`src/sv/bellman_ford_shortest_paths_assert.svh`:
```
// Assertion macros shared by the shortest-path block modules.
// No dependencies; included by modules that carry concurrent checks.
`ifndef BELLMAN_FORD_SHORTEST_PATHS_ASSERT_SVH
`define BELLMAN_FORD_SHORTEST_PATHS_ASSERT_SVH
// Implication checked on every clock edge outside reset.
`define BFSP_ASSERT_IMPL(label, clk, rst, cond, prop, msg) \
  label: assert property (@(posedge clk) disable iff (rst) (cond) |-> (prop)) else $error(msg);
// Next-cycle implication checked outside reset.
`define BFSP_ASSERT_NEXT(label, clk, rst, cond, prop, msg) \
  label: assert property (@(posedge clk) disable iff (rst) (cond) |=> (prop)) else $error(msg);
`endif

```
`src/sv/bfsp_pkg.sv`:
```
// Shared types and constants for the shortest-path block.
// No dependencies.
package bfsp_pkg;
  localparam int MaxVertices = 64;
  localparam int MaxEdges = 256;
  localparam int VW = $clog2(MaxVertices);
  localparam int EW = $clog2(MaxEdges);
  localparam int QDepth = 2;
  localparam logic signed [23:0] DistMax = 24'sh7FFFFF;
  localparam logic signed [23:0] DistMin = -24'sh800000;

  // Configuration register indexes.
  localparam logic CfgVertexCount = 1'b0;
  localparam logic CfgStartVertex = 1'b1;

  typedef struct packed {
    logic [VW-1:0] src;
    logic [VW-1:0] dst;
    logic signed [15:0] weight;
    logic present;
    logic last;
  } edge_item_t;
endpackage

```
`src/sv/bfsp_front.sv`:
```
// Front end: accepts input transfers and queues them for the engine.
// Depends on bfsp_pkg.
module bfsp_front (
  input  logic                  clk,
  input  logic                  rst,
  input  logic                  in_valid,
  output logic                  in_ready,
  input  bfsp_pkg::edge_item_t  in_item,
  output logic                  q_valid,
  input  logic                  q_ready,
  output bfsp_pkg::edge_item_t  q_item
);
  bfsp_pkg::edge_item_t slots [bfsp_pkg::QDepth];
  logic rd_ptr, wr_ptr;
  logic [1:0] fill;
  logic push, pop;

  assign in_ready = (fill != 2'd2);
  assign q_valid = (fill != 2'd0);
  assign q_item = slots[rd_ptr];
  assign push = in_valid && in_ready;
  assign pop = q_valid && q_ready;

  always_ff @(posedge clk) begin
    if (push) begin
      slots[wr_ptr] <= in_item;
    end
    if (rst) begin
      rd_ptr <= 1'b0;
      wr_ptr <= 1'b0;
      fill <= 2'd0;
    end else begin
      if (push) wr_ptr <= ~wr_ptr;
      if (pop) rd_ptr <= ~rd_ptr;
      fill <= fill + {1'b0, push} - {1'b0, pop};
    end
  end

`include "bellman_ford_shortest_paths_assert.svh"
  `BFSP_ASSERT_IMPL(a_fill_range, clk, rst, 1'b1, fill <= 2'd2, "queue overfilled")
  `BFSP_ASSERT_NEXT(a_fill_push, clk, rst, push && !pop, fill == $past(fill) + 2'd1, "fill bad")
  `BFSP_ASSERT_IMPL(a_empty, clk, rst, fill == 2'd0, !q_valid, "empty queue valid")
endmodule

```
`config.mk`:
```
export PLATFORM = sky130hd
export DESIGN_NAME = bfsp_front
export DESIGN_NICKNAME = d
export VERILOG_FILES = /design/src/sv/bfsp_pkg.sv /design/src/sv/bfsp_front.sv
export VERILOG_INCLUDE_DIRS = /design/src /design/src/sv
export SDC_FILE = /design/constraint.sdc
export NUM_CORES = 1
export LEC_CHECK = 0
export BUFFER_PORTS_ARGS = -buffer_cell sky130_fd_sc_hd__buf_2
export CORE_ASPECT_RATIO = 2
export CORE_MARGIN = 3
export CORE_UTILIZATION = 55
export CTS_CLUSTER_DIAMETER = 50
export DETAILED_ROUTE_END_ITERATION = 12
export GPL_ROUTABILITY_DRIVEN = 0
export PLACE_DENSITY = 0.81
export SLEW_MARGIN = 10
export SYNTH_ARGS = -nofsm -noshare
export SYNTH_HDL_FRONTEND = slang
export SYNTH_SLANG_ARGS = --single-unit
```
`constraint.sdc`:
```
create_clock -name clk -period 5.1 [get_ports clk]
set_input_delay 0.765 -clock clk [delete_from_list [all_inputs] [get_ports clk]]
set_output_delay 0.765 -clock clk [all_outputs]
set_load 0.01 [all_outputs]
```
* Word level (Yosys, flattened, before mapping)
Memory sizes are Yosys's and may differ from the RTL's. A register that Yosys moved wholly into a read port is not among the register bits.
Index checks and enable logic that the tools add are counted.
** Word-level totals
- Memory bits (writable) :: 60
- Word-level logic and storage cells :: 16
- Register bits :: 4
- Memories kept :: 1
- Input bits :: 34
- Output and inout bits :: 32
** Memories
- slots :: depth 2, width 30, rd ports 1, clocked after Yosys merged registers in 1, write ports 1, line bfsp_front.sv:13 : bfsp_pkg::edge_item_t slots [bfsp_pkg::QDepth];
** Cells by class
- Muxes and demuxes :: 4
- Add/subtract/negate cells :: 2
- Bitwise logic cells :: 2
- Equal/unequal tests :: 1
- Reductions and logical operators :: 3
** Operator list (number)
- $mux W1 :: 4
- $add A2 B1 Y2 :: 1
- $logic_and A1 B1 Y1 :: 2
- $ne A2 B2 Y1 const B :: 1
- $not A1 Y1 :: 2
- $reduce_bool A2 Y1 :: 1
- $sub A2 B1 Y2 :: 1

* Logic depth before layout (Yosys ltp)
- Depth in word-level cells :: 4
- Mapped depth :: 8
- Gate-level depth less buffers :: 8

* Least setup slack after synthesis
No wires, ideal clock.
- Path kind :: input to register
- From :: input port in_valid
- To :: memory slots[0][0] (netlist name) (enable)
- Cell stages on the path :: 2
- Arrival :: 2.102 ns
- Path buffers :: 0
- Required time :: 4.683 ns
- Path slack :: 2.581 ns
- Setup time :: 0.417 ns
- Path through :: nand2_2 > nor2_1
** Between the ends
- Longest elaborated chain between the ends :: 3
** RTL lines
- start, declared :: line bfsp_front.sv:6 : input logic in_valid,
- $logic_and A1 B1 Y1 :: line bfsp_front.sv:21 : assign push = in_valid && in_ready;
- $mux W1 :: line bfsp_front.sv:25 : if (push) begin
- $mux W1 (not written as such) :: line bfsp_front.sv:26 : slots[wr_ptr] <= in_item;
- end, declared :: line bfsp_front.sv:13
Every way passes these cells.

==> run_results.csv <==
group,metric,value,unit
pwr,peakVddDrop,0.4115,mV
cts,cts_hold_buf,0,
global_route,track_usage,16.77,%
finish,drive_gt1_share,43.43,%
sta,setup_violations,0,
yosys,synth.largest_area_cell,"edfxtp_1",
floorplanning,die_h,99.42,um
yosys,synth_top_area_share,75.08,%
drt,routed_via_density,5.092,
pwr,power_switching,383.4,uW
sta,tns,0,ns
job,max_cap_viol_count,0,
pwr,intPower,1042,uW
worst_hold_path,hold-path-cell-count,2,
sta,slew_headroom,61.47,%
yosys,seq_area_frac_synth,79.25,%
pwr,p_per_area,478.7,nW/um^2
yosys,synth_ff_type,"edfxtp_1",
sta,finalHoldViolations,0,
pwr,netSwitchingFraction,26.90,%
global_route,grt_pass1_wl,6030,um
worst_hold_path,hold_path_class,"reg2reg",
setup_path,path_buf_inv,2,
global_route,grt_antenna_before_repair,0,
setup_path,cp_data_arrival_time,1.90,ns
finish,area_growth,24.09,%
cts,clk_latency,0.33,ns
sta,period_share,52.23,%
cts,cts_root_buf,"clkbuf_8",
drt,routed_wirelength,3924,um
yosys,synth_edf_count,60,
global_route,grt_max_degree,31,
setup_path,end_kind,"output port",
cts,post_cts_resized,0,
finish,final_util,71.41,%
cts,numCtsBuffers,9,
setup_path,path_cells,"buf_4, mux2_1, buf_2",
finish,num-fill-cells,279,
yosys,synthArstFlopShare,0,%
pwr,power.leakage,0.001152,uW
finish,nNetsFinal,229,
floorplanning,fp.dieW,52.71,um
yosys,ys_ff_latch,65,
global_route,overflow,0,
setup_path,start_kind,"flip-flop",
yosys,netlist_area,2400,sq um
sta,final.min_clock_period,2.664,ns
drt,antenna_left,0,
sta,worst_slew_pin_slew,0.5772,ns
finish,finish.instance_area,2978,sq um
yosys,synthDistinctLibCells,16,
floorplanning,std_cell_rows,33,
yosys,ys_top_cells_by_count,"edfxtp_1, mux2_1, dfxtp_1, nor2_1, buf_4",
yosys,synth_warnings,0,
yosys,synth_nets,153,
cts,cts_setup_buffers,0,
setup_path,critPathMaxStageDelay,0.69,ns
pwr,clockPowerShare,27.4,%
yosys,avgSynthCellArea,20.51,sq um
floorplanning,core_area,4170,sq um
sta,fmax,375.4,MHz
pwr,combPwrFrac,23.0,%
finish,seq_area,1902,sq um
yosys,synth_area_leaders,"edfxtp_1, mux2_1, dfxtp_1",
yosys,synth.most_common_cell,"edfxtp_1",
placed_design,io_buffer_count,65,
setup_path,critPathSlowestCell,"dfxtp_1",
setup_path,crit_fanout,18,
floorplanning,die_area,5240,sq um
setup_path,reg2reg_depth,8,
drt,drt_iter0_drc,27,
drt,drc_errors,0,
placed_design,hpwl,2821,um
pwr,seqPwrFrac,49.6,%
cts,clock_sink_count,65,
setup_path,cp_num_cells,3,
cts,clk_pin_slew_worst_paths,0.06,ns
global_route,first_global_vias,1328,
drt,drt-pass1-iter-count,4,
finish,multi_input_area,474.2,sq um
setup_path,cp.required,4.34,ns
floorplanning,start_util,57.55,%
cts,htree_levels,3,
yosys,syn_inst,117,
sta,rsz0062_at_grt,"no",
placed_design,dpl_cell_area,2793,sq um
sta,drv_slew,0,
outcome,run_status,"complete, no violations",
finish,n_antenna_cell,0,
pwr,total_power,1425,uW
floorplanning,ios,66,
cts,cts_tree,"yes",
setup_path,crit_family,"flip-flops",
sta,fin_skew,0.005792,ns
drt,vias,1273,
cts,clock_path_buffers,2,
drt,post_drt_wl_per_cell,15.70,um
setup_path,path_class,"reg2out",
registers in the layout (all words and copies together), names as in the netlist, named ones only:
signal	cells
slots	60
fill	2
rd_ptr	1
wr_ptr	1
routing by layer:
layer | wire, um | GRT usage [%] | vias up
li1 | - | - | 601
met1 | 1325 | 16.38 | 618
met2 | 2251 | 29.21 | 46
met3 | 256 | 6.147 | 8
met4 | 91 | 8.858 | 0
met5 | 0 | 0 | -
cell type report:
type	instances	share of cell area (%)
sequential	65	63.87
multi-input combinational	48	15.92
timing repair buffer	68	11.68
clock buffer	9	4.160
tap	52	2.185
clock inverter	7	2.059
inverter	1	0.1261
placed cells by master, fill, tap and decap left out, drive strengths merged, types with 2 or more instances in the layout:
| master | synthesis | layout |
|---|---|---|
| buf | 3 | 68 |
| clkbuf | 0 | 9 |
| clkinv | 0 | 4 |
| clkinvlp | 0 | 2 |
| dfxtp | 5 | 5 |
| edfxtp | 60 | 60 |
| ha | 2 | 2 |
| mux2 | 31 | 31 |
| nor2 | 5 | 5 |
| nor2b | 2 | 2 |
| xnor2 | 2 | 2 |
tightest hold or removal path, cell delays in order, from the launching register on:
cell	delay, ns
dfxtp_1	0.33
xnor2_1	0.09
nor2_1	0.08
worst paths after layout:
| kind | from | end | slack (ns) |
|---|---|---|---|
| setup / recovery | flip-flop | q_item[21] | 2.44 |
| setup reg to reg | fill[0]$_SDFF_PP0_ | fill[1]$_SDFF_PP0_ | 3.49 |
| hold / removal | rd_ptr$_SDFFE_PP0P_ | rd_ptr$_SDFFE_PP0P_ | 0.54 |
| hold reg to reg | rd_ptr$_SDFFE_PP0P_ | rd_ptr$_SDFFE_PP0P_ | 0.54 |
power groups by stage:
| stage | sequential, uW | combinational [uW] | clock (uW) |
|---|---|---|---|
| 4_1_cts | 709 | 336 | 403 |
| 6_report | 707 | 327 | 391 |
| 3_3_place_gp | 712 | 320 | 0 |
| 5_1_grt | 714 | 359 | 429 |
| 3_5_place_dp | 719 | 334 | 0 |
| 2_1_floorplan | 701 | 218 | 0 |
stage by stage:
stage,instances,setup slack [ns],hold slack (ns)
global route,250,2.299,0.6001
floorplan,117,2.581,0.4801
CTS,250,2.371,0.5402
detailed placement,234,2.742,0.5248
finish,250,2.436,0.5352
global placement,234,2.843,0.5028
cell families after synthesis:
family | after synthesis | share of synthesized area [%]
compound gates | 1 | 0.3650
xor+xnor | 3 | 1.095
fa+ha+maj | 2 | 1.043
buf+inv | 4 | 1.095
flops | 65 | 79.25
mux | 31 | 14.70
simple gates | 11 | 2.451
(Power assumes the default switching activity.)
